--- config.mk ---
export PLATFORM = sky130hd
export DESIGN_NAME = base62_codec_unit
export DESIGN_NICKNAME = d
export VERILOG_FILES = /design/src/hdl/b62c_pkg.sv /design/src/hdl/b62c_fifo.sv /design/src/hdl/b62c_front.sv /design/src/hdl/b62c_back.sv /design/src/hdl/base62_codec_unit.sv
export SDC_FILE = /design/constraint.sdc
export NUM_CORES = 1
export LEC_CHECK = 0
export BUFFER_PORTS_ARGS = -buffer_cell sky130_fd_sc_hd__buf_2
export CAP_MARGIN = 20
export CORE_MARGIN = 2
export CORE_UTILIZATION = 57
export DETAILED_ROUTE_END_ITERATION = 7
export HOLD_SLACK_MARGIN = 0.03
export PLACE_DENSITY = 0.84
export SETUP_SLACK_MARGIN = 0.05
export SLEW_MARGIN = 30
export SYNTH_ARGS = -nofsm -noshare
export SYNTH_HDL_FRONTEND = slang
export SYNTH_HIERARCHICAL = 1
export SYNTH_SLANG_ARGS = --single-unit
--- constraint.sdc ---
create_clock -name clk -period 6.1 [get_ports clk]
set_clock_uncertainty 0.05 [all_clocks]
set_input_delay 1.22 -clock clk [delete_from_list [all_inputs] [get_ports clk]]
set_output_delay 1.22 -clock clk [all_outputs]
set_load 0.05 [all_outputs]
--- src/hdl/b62c_pkg.sv ---
// b62c_pkg: types, constants and helper functions shared by the base62 codec
// depends on nothing; imported by b62c_front, b62c_back and base62_codec_unit
`timescale 1ns / 1ps

package b62c_pkg;

    localparam int FIELD_W         = 64;
    localparam int CHAR_W          = 8;
    localparam int VALUE_WIDTH_DEF = 64;
    localparam int DIGIT_W         = 6;
    localparam int MAX_DIGITS      = 11;
    localparam int CNT_W           = 4;
    localparam int CMD_DEPTH       = 2;
    localparam int RES_DEPTH       = 2;

    // divide-by-62 step: remainder and one 16-bit chunk, quotient by reciprocal
    localparam int CHUNK_W     = 16;
    localparam int STEP_X_W    = DIGIT_W + CHUNK_W;
    localparam int RECIP_W     = 23;
    localparam int RECIP_SHIFT = 28;
    localparam int PROD_W      = STEP_X_W + RECIP_W;
    localparam logic [RECIP_W-1:0] RECIP_62 = 23'd4329605;

    localparam logic [CHAR_W-1:0] CH_0     = 8'h30;
    localparam logic [CHAR_W-1:0] CH_9     = 8'h39;
    localparam logic [CHAR_W-1:0] CH_LOW_A = 8'h61;
    localparam logic [CHAR_W-1:0] CH_LOW_Z = 8'h7a;
    localparam logic [CHAR_W-1:0] CH_UP_A  = 8'h41;
    localparam logic [CHAR_W-1:0] CH_UP_Z  = 8'h5a;

    typedef struct packed {
        logic                 dec;
        logic [FIELD_W-1:0]   value;
        logic [DIGIT_W-1:0]   digit;
        logic                 bad;
        logic                 last;
    } cmd_t;

    typedef struct packed {
        logic [CHAR_W-1:0]    ch;
        logic [FIELD_W-1:0]   value;
        logic                 err;
        logic                 last;
    } res_t;

    typedef struct packed {
        logic                 bad;
        logic [DIGIT_W-1:0]   digit;
    } class_t;

    function automatic class_t digit_of(input logic [CHAR_W-1:0] c);
        class_t r;
        r.bad   = 1'b0;
        r.digit = '0;
        if (c >= CH_0 && c <= CH_9)
        begin
            r.digit = DIGIT_W'(c - CH_0);
        end
        else if (c >= CH_LOW_A && c <= CH_LOW_Z)
        begin
            r.digit = DIGIT_W'(c - CH_LOW_A + 8'd10);
        end
        else if (c >= CH_UP_A && c <= CH_UP_Z)
        begin
            r.digit = DIGIT_W'(c - CH_UP_A + 8'd36);
        end
        else
        begin
            r.bad = 1'b1;
        end
        return r;
    endfunction

    function automatic logic [CHAR_W-1:0] char_of(input logic [DIGIT_W-1:0] d);
        logic [CHAR_W-1:0] r;
        if (d < 6'd10)
        begin
            r = CH_0 + CHAR_W'(d);
        end
        else if (d < 6'd36)
        begin
            r = CH_LOW_A + CHAR_W'(d - 6'd10);
        end
        else
        begin
            r = CH_UP_A + CHAR_W'(d - 6'd36);
        end
        return r;
    endfunction

endpackage

--- src/hdl/b62c_fifo.sv ---
// b62c_fifo: small register queue carrying commands or result items
// depends on nothing; used twice by base62_codec_unit
`timescale 1ns / 1ps

module b62c_fifo #(
    parameter int WIDTH = 8,
    parameter int DEPTH = 2
) (
    input  logic             clk,
    input  logic             rst_n,
    input  logic             wr_en,
    input  logic [WIDTH-1:0] wr_data,
    output logic             full,
    input  logic             rd_en,
    output logic [WIDTH-1:0] rd_data,
    output logic             empty
);

    localparam int PTR_W = (DEPTH > 1) ? $clog2(DEPTH) : 1;
    localparam int CNT_W = $clog2(DEPTH + 1);

    logic [WIDTH-1:0] mem_reg [DEPTH];
    logic [PTR_W-1:0] wr_ptr_reg, wr_ptr_next;
    logic [PTR_W-1:0] rd_ptr_reg, rd_ptr_next;
    logic [CNT_W-1:0] cnt_reg, cnt_next;
    logic             do_wr, do_rd;

    assign full    = (cnt_reg == CNT_W'(DEPTH));
    assign empty   = (cnt_reg == '0);
    assign rd_data = mem_reg[rd_ptr_reg];
    assign do_wr   = wr_en && !full;
    assign do_rd   = rd_en && !empty;

    always_comb
    begin
        wr_ptr_next = wr_ptr_reg;
        rd_ptr_next = rd_ptr_reg;
        cnt_next    = cnt_reg;
        if (do_wr)
        begin
            wr_ptr_next = (wr_ptr_reg == PTR_W'(DEPTH - 1)) ? '0 : wr_ptr_reg + 1'b1;
        end
        if (do_rd)
        begin
            rd_ptr_next = (rd_ptr_reg == PTR_W'(DEPTH - 1)) ? '0 : rd_ptr_reg + 1'b1;
        end
        if (do_wr && !do_rd)
        begin
            cnt_next = cnt_reg + 1'b1;
        end
        else if (do_rd && !do_wr)
        begin
            cnt_next = cnt_reg - 1'b1;
        end
    end

    always_ff @(posedge clk or negedge rst_n)
    begin
        if (!rst_n)
        begin
            wr_ptr_reg <= '0;
            rd_ptr_reg <= '0;
            cnt_reg    <= '0;
        end
        else
        begin
            wr_ptr_reg <= wr_ptr_next;
            rd_ptr_reg <= rd_ptr_next;
            cnt_reg    <= cnt_next;
        end
    end

    always_ff @(posedge clk)
    begin
        if (do_wr)
        begin
            mem_reg[wr_ptr_reg] <= wr_data;
        end
    end

endmodule

--- src/hdl/b62c_front.sv ---
// b62c_front: direction register, input acceptance and character classification
// depends on b62c_pkg; feeds the command queue
`timescale 1ns / 1ps

module b62c_front #(
    parameter int VALUE_WIDTH = b62c_pkg::VALUE_WIDTH_DEF
) (
    input  logic                         clk,
    input  logic                         rst_n,
    input  logic                         cfg_valid,
    output logic                         cfg_ready,
    input  logic                         cfg_data,
    input  logic                         push,
    input  logic [b62c_pkg::FIELD_W-1:0] value_in,
    input  logic [b62c_pkg::CHAR_W-1:0]  char_in,
    input  logic                         last_in,
    input  logic                         cmd_full,
    output logic                         cmd_push,
    output b62c_pkg::cmd_t               cmd
);

    import b62c_pkg::*;

    logic   direction_reg;
    class_t cls;

    assign cfg_ready = 1'b1;
    assign cmd_push  = push && !cmd_full;
    assign cls       = digit_of(char_in);

    always_comb
    begin
        cmd.dec   = direction_reg;
        cmd.value = FIELD_W'(value_in[VALUE_WIDTH-1:0]);
        cmd.digit = cls.digit;
        cmd.bad   = cls.bad;
        cmd.last  = last_in;
    end

    always_ff @(posedge clk or negedge rst_n)
    begin
        if (!rst_n)
        begin
            direction_reg <= 1'b0;
        end
        else if (cfg_valid && cfg_ready)
        begin
            direction_reg <= cfg_data;
        end
    end

endmodule

--- src/hdl/b62c_back.sv ---
// b62c_back: decode accumulator, divide-by-62 digit unit and digit emitter
// depends on b62c_pkg; reads the command queue, writes the result queue
`timescale 1ns / 1ps

module b62c_back #(
    parameter int VALUE_WIDTH = b62c_pkg::VALUE_WIDTH_DEF
) (
    input  logic           clk,
    input  logic           rst_n,
    input  logic           cmd_empty,
    input  b62c_pkg::cmd_t cmd,
    output logic           cmd_pop,
    input  logic           res_full,
    output logic           res_push,
    output b62c_pkg::res_t res
);

    import b62c_pkg::*;

    localparam int CHUNKS = (VALUE_WIDTH + CHUNK_W - 1) / CHUNK_W;
    localparam int DIV_W  = CHUNKS * CHUNK_W;
    localparam int STEP_W = (CHUNKS > 1) ? $clog2(CHUNKS) : 1;

    typedef enum logic [2:0] {
        ST_IDLE = 3'b001,
        ST_DIV  = 3'b010,
        ST_EMIT = 3'b100
    } back_state_t;

    back_state_t            state_reg, state_next;
    logic [VALUE_WIDTH-1:0] acc_reg, acc_next;
    logic                   bad_reg, bad_next;
    logic [CNT_W-1:0]       count_reg, count_next;
    logic [CNT_W-1:0]       idx_reg, idx_next;
    logic [STEP_W-1:0]      step_reg, step_next;
    logic [DIV_W-1:0]       work_reg, work_next;
    logic [DIGIT_W-1:0]     rem_reg, rem_next;
    logic [DIGIT_W-1:0]     dig_buf_reg [MAX_DIGITS];
    logic                   dig_wr;

    logic [STEP_X_W-1:0]    step_x;
    logic [PROD_W-1:0]      prod;
    logic [CHUNK_W-1:0]     quo;
    logic [STEP_X_W-1:0]    step_diff;
    logic [DIGIT_W-1:0]     rem_new;
    logic [DIV_W-1:0]       work_shift;
    logic [VALUE_WIDTH-1:0] acc_mac;
    logic [VALUE_WIDTH-1:0] acc_upd;
    logic                   bad_upd;

    // one chunk of long division by 62
    assign step_x     = {rem_reg, work_reg[DIV_W-1 -: CHUNK_W]};
    assign prod       = PROD_W'(step_x) * PROD_W'(RECIP_62);
    assign quo        = prod[RECIP_SHIFT +: CHUNK_W];
    assign step_diff  = step_x - (STEP_X_W'({quo, 6'b0}) - STEP_X_W'({quo, 1'b0}));
    assign rem_new    = step_diff[DIGIT_W-1:0];
    assign work_shift = (work_reg << CHUNK_W) | DIV_W'(quo);

    // acc * 62 + digit
    assign acc_mac = (acc_reg << 6) - (acc_reg << 1) + VALUE_WIDTH'(cmd.digit);
    assign bad_upd = bad_reg | cmd.bad;
    assign acc_upd = cmd.bad ? acc_reg : acc_mac;

    always_comb
    begin
        state_next = state_reg;
        acc_next   = acc_reg;
        bad_next   = bad_reg;
        count_next = count_reg;
        idx_next   = idx_reg;
        step_next  = step_reg;
        work_next  = work_reg;
        rem_next   = rem_reg;
        dig_wr     = 1'b0;
        cmd_pop    = 1'b0;
        res_push   = 1'b0;
        res.ch     = '0;
        res.value  = '0;
        res.err    = 1'b0;
        res.last   = 1'b1;

        unique case (state_reg)
            ST_IDLE:
            begin
                if (!cmd_empty && !res_full)
                begin
                    cmd_pop = 1'b1;
                    if (cmd.dec)
                    begin
                        if (cmd.last)
                        begin
                            res_push  = 1'b1;
                            res.value = bad_upd ? FIELD_W'({VALUE_WIDTH{1'b1}})
                                                : FIELD_W'(acc_upd);
                            res.err   = bad_upd;
                            acc_next  = '0;
                            bad_next  = 1'b0;
                        end
                        else
                        begin
                            acc_next = acc_upd;
                            bad_next = bad_upd;
                        end
                    end
                    else
                    begin
                        work_next  = DIV_W'(cmd.value[VALUE_WIDTH-1:0]);
                        rem_next   = '0;
                        step_next  = '0;
                        count_next = '0;
                        state_next = ST_DIV;
                    end
                end
            end
            ST_DIV:
            begin
                work_next = work_shift;
                rem_next  = rem_new;
                step_next = step_reg + 1'b1;
                if (step_reg == STEP_W'(CHUNKS - 1))
                begin
                    dig_wr     = 1'b1;
                    count_next = count_reg + 1'b1;
                    rem_next   = '0;
                    step_next  = '0;
                    if (work_shift == '0 || count_reg == CNT_W'(MAX_DIGITS - 1))
                    begin
                        idx_next   = count_reg;
                        state_next = ST_EMIT;
                    end
                end
            end
            ST_EMIT:
            begin
                res.ch   = char_of(dig_buf_reg[idx_reg]);
                res.last = (idx_reg == '0);
                if (!res_full)
                begin
                    res_push = 1'b1;
                    if (idx_reg == '0)
                    begin
                        state_next = ST_IDLE;
                    end
                    else
                    begin
                        idx_next = idx_reg - 1'b1;
                    end
                end
            end
            default:
            begin
                state_next = ST_IDLE;
            end
        endcase
    end

    always_ff @(posedge clk or negedge rst_n)
    begin
        if (!rst_n)
        begin
            state_reg <= ST_IDLE;
            acc_reg   <= '0;
            bad_reg   <= 1'b0;
            count_reg <= '0;
            idx_reg   <= '0;
            step_reg  <= '0;
        end
        else
        begin
            state_reg <= state_next;
            acc_reg   <= acc_next;
            bad_reg   <= bad_next;
            count_reg <= count_next;
            idx_reg   <= idx_next;
            step_reg  <= step_next;
        end
    end

    always_ff @(posedge clk)
    begin
        work_reg <= work_next;
        rem_reg  <= rem_next;
        if (dig_wr)
        begin
            dig_buf_reg[count_reg] <= rem_new;
        end
    end

endmodule

--- src/hdl/base62_codec_unit.sv ---
// base62_codec_unit: top level of the base62 encoder / decoder
// depends on b62c_pkg, b62c_front, b62c_fifo and b62c_back
//
//  channel | handshake                 | payload
//  --------+---------------------------+------------------------------------
//  input   | push / full               | value_in, char_in, last_in
//  result  | pop / empty               | char_out, value_out, error, last_out
//  config  | cfg_valid / cfg_ready     | cfg_data (direction, 1 = decode)
//
// decode: one character per cycle through the multiply-accumulate while the result queue has room
// encode: the divide-by-62 unit finds each digit by long division over 16-bit chunks,
//   then the digits go out, one per cycle while the result queue has room, before the next value is taken
// reset clears both queues, the accumulator and selects encode
// a two-item command queue and a two-item result queue decouple the stalls
`timescale 1ns / 1ps

module base62_codec_unit #(
    parameter int VALUE_WIDTH = b62c_pkg::VALUE_WIDTH_DEF
) (
    input  logic                         clk,
    input  logic                         rst_n,
    input  logic                         cfg_valid,
    output logic                         cfg_ready,
    input  logic                         cfg_data,
    input  logic                         push,
    output logic                         full,
    input  logic [b62c_pkg::FIELD_W-1:0] value_in,
    input  logic [b62c_pkg::CHAR_W-1:0]  char_in,
    input  logic                         last_in,
    input  logic                         pop,
    output logic                         empty,
    output logic [b62c_pkg::CHAR_W-1:0]  char_out,
    output logic [b62c_pkg::FIELD_W-1:0] value_out,
    output logic                         error,
    output logic                         last_out
);

    import b62c_pkg::*;

    cmd_t cmd_wr, cmd_rd;
    res_t res_wr, res_rd;
    logic cmd_push, cmd_full, cmd_empty, cmd_pop;
    logic res_push, res_full;

    b62c_front #(
        .VALUE_WIDTH (VALUE_WIDTH)
    ) u_front (
        .clk       (clk),
        .rst_n     (rst_n),
        .cfg_valid (cfg_valid),
        .cfg_ready (cfg_ready),
        .cfg_data  (cfg_data),
        .push      (push),
        .value_in  (value_in),
        .char_in   (char_in),
        .last_in   (last_in),
        .cmd_full  (cmd_full),
        .cmd_push  (cmd_push),
        .cmd       (cmd_wr)
    );

    assign full = cmd_full;

    b62c_fifo #(
        .WIDTH ($bits(cmd_t)),
        .DEPTH (CMD_DEPTH)
    ) u_cmd_q (
        .clk     (clk),
        .rst_n   (rst_n),
        .wr_en   (cmd_push),
        .wr_data (cmd_wr),
        .full    (cmd_full),
        .rd_en   (cmd_pop),
        .rd_data (cmd_rd),
        .empty   (cmd_empty)
    );

    b62c_back #(
        .VALUE_WIDTH (VALUE_WIDTH)
    ) u_back (
        .clk       (clk),
        .rst_n     (rst_n),
        .cmd_empty (cmd_empty),
        .cmd       (cmd_rd),
        .cmd_pop   (cmd_pop),
        .res_full  (res_full),
        .res_push  (res_push),
        .res       (res_wr)
    );

    b62c_fifo #(
        .WIDTH ($bits(res_t)),
        .DEPTH (RES_DEPTH)
    ) u_res_q (
        .clk     (clk),
        .rst_n   (rst_n),
        .wr_en   (res_push),
        .wr_data (res_wr),
        .full    (res_full),
        .rd_en   (pop),
        .rd_data (res_rd),
        .empty   (empty)
    );

    assign char_out  = res_rd.ch;
    assign value_out = res_rd.value;
    assign error     = res_rd.err;
    assign last_out  = res_rd.last;

endmodule

# Yosys cells after proc, flatten, opt, wreduce, memory -nomap -nowiden
# Memory sizes are Yosys's and may differ from the RTL's.
# Index checks and enable logic that the tools add are counted.
[word_totals] ff_bits=157 in_bits=79 ramBits=360 output_inout_bits=77 n_memories=3
[mem_list] name="u_res_q.mem_reg" words=2 width=74 rd=1 rd_ports_with_merged_regs=0 write_ports=1 line_no="b62c_fifo.sv:22" rtl="logic [WIDTH-1:0] mem_reg [DEPTH];"
[mem_list] name="u_cmd_q.mem_reg" words=2 width=73 rd=1 rd_ports_with_merged_regs=0 write_ports=1 line_no="b62c_fifo.sv:22"
[mem_list] name="u_back.dig_buf_reg" words=11 width=6 rd=1 rd_ports_with_merged_regs=0 write_ports=1 line_no="b62c_back.sv:38" rtl="logic [DIGIT_W-1:0] dig_buf_reg [MAX_DIGITS];"
[op_classes] n_mux=68 addsub=25 mul=1 bitwise_logic=2 reduce_logical=35 n_eq_ne=14 n_lt_le_gt_ge=8
[ops] operator="$mux 64" n=5
[ops] operator="$mux 65" n=4
[ops] operator="$pmux 64 s2" n=1
[ops] operator="$add 64x6->64" n=1
[ops] operator="$logic_not 64->1" n=1
[ops] operator="$or 64x16->64" n=1
[ops] operator="$sub 64x64->64" n=1
[ops] operator="$mul 22x23->44 const B" n=1
[ops] operator="$mux 6" n=6
[ops] operator="$mux 4" n=7
[ops] operator="$mux 8" n=3
[ops] operator="$mux 1" n=23
[ops] operator="$mux 3" n=6
[ops] operator="$add 7x8->8 const A" n=2
[ops] operator="$ge 8x7->1 const B" n=2
[ops] operator="$le 8x7->1 const B" n=2
[ops] operator="$pmux 4 s2" n=2
[ops] operator="$mux 2" n=7
[ops] operator="$logic_and 1x1->1" n=13
[ops] operator="$pmux 6 s2" n=1
[ops] operator="$sub 6x6->6 const B" n=2
[ops] operator="$pmux 3 s3" n=1
[ops] operator="$ge 8x6->1 const B" n=1
[ops] operator="$le 8x6->1 const B" n=1
[ops] operator="34 further kinds" n=59

# Longest topological paths before layout
[logic_depth] word_depth=10 depth_mapped=26

# By module
# Netlist, hierarchy kept.
[by_module_without_submodules] module="b62c_back" cells_each=2071 seq_area_each_um2=6012.0 n_inst=1 area_per_inst_um2=18711.7
[by_module_without_submodules] module="b62c_fifo at u_res_q" cells_each=249 seq_area_each_um2=4544.4 n_inst=1 area_per_inst_um2=5739.3
[by_module_without_submodules] module="b62c_fifo at u_cmd_q" cells_each=246 seq_area_each_um2=4484.3 n_inst=1 area_per_inst_um2=5711.7
[by_module_without_submodules] module="b62c_front" cells_each=139 seq_area_each_um2=25.0 n_inst=1 area_per_inst_um2=1056.0

# Worst setup path before layout
# OpenSTA, ideal clock, no wires.
[synth_timing] path_type="register to register" from="reg u_back.rem_reg[2]" to="reg u_back.rem_reg[5], data pin" n_path_buf=0 t_required_ps=5917 path_stages_with_launch=26 path_slack_ps=-149 arrival_time_ps=6065 period_less_slack_ps=6249 setup_time_ps=133 cell_sequence="edfxtp_1 -> ha_1 -> inv_1 -> fa_1 -> fa_1 -> inv_1 -> fa_1 -> inv_1 -> fa_1 -> inv_1 -> ha_1 -> ha_1 -> a21oi_4 -> o211ai_1 -> a41oi_1 -> a21oi_1 -> a31oi_1 -> xor2_1 -> inv_1 -> ha_1 -> fa_1 -> a21o_1 -> a21oi_1 -> xnor2_1 -> xor2_1 -> and2_1"
[synth_between] elab_chain_len=5
[synth_rtl] element="start, declared" line_no="b62c_back.sv:37" rtl="logic [DIGIT_W-1:0] rem_reg, rem_next;"
[synth_rtl] element="start signal, assigned" line_no="b62c_back.sv:182" rtl="rem_reg <= rem_next;"
[synth_rtl] element="$mul 22x23->44" line_no="b62c_back.sv:53" rtl="assign prod = PROD_W'(step_x) * PROD_W'(RECIP_62);"
[synth_rtl] element="$sub 1x6->6" line_no="b62c_back.sv:55" rtl="assign step_diff = step_x - (STEP_X_W'({quo, 6'b0}) - STEP_X_W'({quo, 1'b0}));"
[synth_rtl] element="$sub 6x6->6" line_no="b62c_back.sv:55"
[synth_rtl] element="named net u_back.step_diff[5]" line_no="b62c_back.sv:44" rtl="logic [STEP_X_W-1:0] step_diff;"
[synth_rtl] element="$mux 6" line_no="b62c_back.sv:120" rtl="if (step_reg == STEP_W'(CHUNKS - 1))"
[synth_rtl] element="$pmux 6 s2" line_no="b62c_back.sv:82" rtl="unique case (state_reg)"
# The timed path passes the listed nets, and every way through them passes these cells.
# A chain may end at the register's enable or synchronous reset.

# Final worst setup path
[layout_timing] from="reg u_back.rem_reg[5]" to="mem u_back.dig_buf_reg[2][5], data pin"
[layout_between] elab_chain_len=3
[layout_rtl] element="$mul 22x23->44" line_no="b62c_back.sv:53"
[layout_rtl] element="$sub 1x6->6" line_no="b62c_back.sv:55"
[layout_rtl] element="$sub 6x6->6" line_no="b62c_back.sv:55"
[layout_rtl] element="named net u_back.step_diff[5]" line_no="b62c_back.sv:44"
[layout_rtl] element="end, declared" line_no="b62c_back.sv:38"
# The timed path passes the listed nets, and every way through them passes these cells.

==> results_dict.tcl <==
set metrics [dict create \
    grt_remaining_overflow 0 \
    final_util_pct 65.7 \
    cts_buffers 53 \
    syn_nets 3097 \
    dp_hpwl_um 53000 \
    slew_headroom_pct 37.5 \
    synth_cell_types 96 \
    syn_avg_cell_area_um2 11.5 \
    critPathSlowestCell "fa_2" \
    synth_most_common_cell "edfxtp_1" \
    yosys_warnings 6 \
    finalHoldWorstSlack_ns 0.459 \
    grt_pass1_vias 21700 \
    drive_gt1_share_pct 23.1 \
    tightest_slew_ns 0.937 \
    vias 22100 \
    cts.sinks 516 \
    hold_viol 0 \
    crit_top_cell "ha_4" \
    syn_inst 2705 \
    port_buffers 154 \
    worstSetupPathType "flop to flop" \
    root_buffer "clkbuf_16" \
    clockBufferDepth 3 \
    status "finished, violations left" \
    ys_ff_latch 516 \
    cts_tree "built" \
    drt-vias-per-instance 6.11 \
    path_clk_slew_ns 0.06 \
    fp.dieH_um 238 \
    violations "negative setup slack" \
    synth.largest_area_cell "edfxtp_1" \
    max_freq_mhz 159 \
    path_max_fanout 6 \
    synthArstFlopShare_pct 16.7 \
    layout.nets 3269 \
    finalSetupViolCount 18 \
    yosysSeqAreaShare_pct 48.3 \
    die_area_um2 56700 \
    ant_nets 0 \
    cap_violations 0 \
    finalCritPeriodShare_pct 103 \
    drt_iter0_markers 2412 \
    critPathRequiredTime_ns 6.39 \
    synth_edf_count 430 \
    hold_depth 2 \
    min_path_type "flop to flop" \
    netlist_area_um2 31200 \
    rsz0062_at_grt "yes" \
    synth_area_leaders "edfxtp_1, ha_1, dfrtp_1" \
    rrSetupSlack_ns -0.20 \
    fp-row-count 85 \
    setup_ws_ns -0.202 \
    grt_pass1_wl_um 116000 \
    grt_usage_pct 25.6 \
    drt_first_pass_iters 7 \
    dpl_cell_area_um2 32700 \
    die_width_um 238 \
    ctsHtreeMaxLevel 2 \
    grt_max_degree 71 \
    num_antenna_cells 0 \
    slowest_delay_ns 0.56 \
    io_pins 156 \
    worstPathArrival_ns 6.59 \
    finalCriticalPeriod_ns 6.30 \
    maxSlewViolCount 0 \
    dp_cells 3482 \
    initial_utilization_pct 57.8 \
    area_delta_synth_final_pct 13.7 \
    gp_congestion 0.965 \
    route.detailed.drc 0 \
    antenna_found_initial 2 \
    synthTopCellsByCount "edfxtp_1, nand2_1, ha_1" \
    fin_cells 3617 \
    ys.flop_type "edfxtp_1" \
    routedWlPerCell_um 20.6 \
    rr_worst_depth 27 \
    insertion_delay_ns 0.60 \
    design_area_um2 35500 \
    hold_buffers 0 \
    largest_register_ffs 148 \
    yosysTopAreaCellShare_pct 41.4 \
    wl_um 74400 \
    coreArea_um2 54000 \
    start_kind "flop" \
    cp-end-kind "flop" \
]
[cell families (layout without fill, tap and decap cells)]
group / after synthesis / count (layout) / synth area share, %
buffers and inverters: 389 / 605 / 5.89
XOR/XNOR: 97 / 97 / 2.72
AND/OR/NAND/NOR: 653 / 653 / 9.89
adder cells (fa/ha/maj): 313 / 313 / 13.7
AO/OA/AOI/OAI: 555 / 555 / 11.3
other: 1 / 1 / 0.0120
multiplexers: 181 / 181 / 8.22
flip-flops: 516 / 516 / 48.3
[metal layers]
metal / global-route usage [%] / share of wire [%] / vias to the layer above / wire length [um]
li1: - / - / 10100 / -
met1: 34.3 / 41 / 10800 / 30500
met2: 42.4 / 48 / 1056 / 35700
met3: 4.12 / 7.5 / 193 / 5570
met4: 9.41 / 3.5 / 2 / 2600
met5: 0 / 0.012 / - / 9
[per-stage QoR]
| stage | setup TNS (ns) | setup WS (ns) |
|---|---|---|
| after floorplan | 0 | 0.0508 |
| after global placement | -4.50 | -0.256 |
| after detailed placement | -6.89 | -0.351 |
| after CTS | -0.518 | -0.0556 |
| after global routing | -5.30 | -0.310 |
| final | -3.10 | -0.202 |
[worst max-delay path, delay by kind of cell (launching register included)]
family          cells  cell delay, ns
fa+ha+maj          10            3.16
compound gates      7            1.10
flops               1            0.42
xor+xnor            3            0.58
buf+inv             7            0.73
[cells in the final DEF (no fill, tap or decap), drive strengths merged, types with 62 or more instances in the layout]
master,Yosys,final
clkbuf,88,76
inv,206,209
nand2,325,325
buf,95,299
mux2,152,152
ha,266,266
nor2,91,91
o21ai,151,151
a21o,62,62
edfxtp,430,430
a21oi,166,166
dfrtp,85,85
[layout make-up]
class / instances / area, um^2
Fill cell: 3841 / 18500
Clock inverter: 24 / 290
Multi-Input combinational cell: 1800 / 15000
Sequential cell: 516 / 15100
Timing Repair Buffer: 300 / 1950
Clock buffer: 75 / 1480
Inverter: 206 / 773
Tap cell: 696 / 871
[final timing paths]
check,to,start
min reg2reg,u_back/acc_reg[61],u_back/acc_reg[61]
max in group asynchronous,u_back/acc_reg[2],rst_n
min in group asynchronous,u_res_q/cnt_reg[0],rst_n
min,u_back/acc_reg[61],u_back/acc_reg[61]
max reg2reg,u_back/dig_buf_reg[2][5],u_back/rem_reg[5]
max,u_back/dig_buf_reg[2][5],u_back/rem_reg[5]
[timing repair]
action                                  4_1_cts  5_1_grt
cloned                                        0        2
pin swaps                                    45       33
buffers inserted                             17       18
endpoints found under the setup margin       42       42
gates resized for setup                      70       45
Power is left out: the tool's default activity adds up to more than one toggle a clock period on the data nets, which glitch-free logic cannot reach.
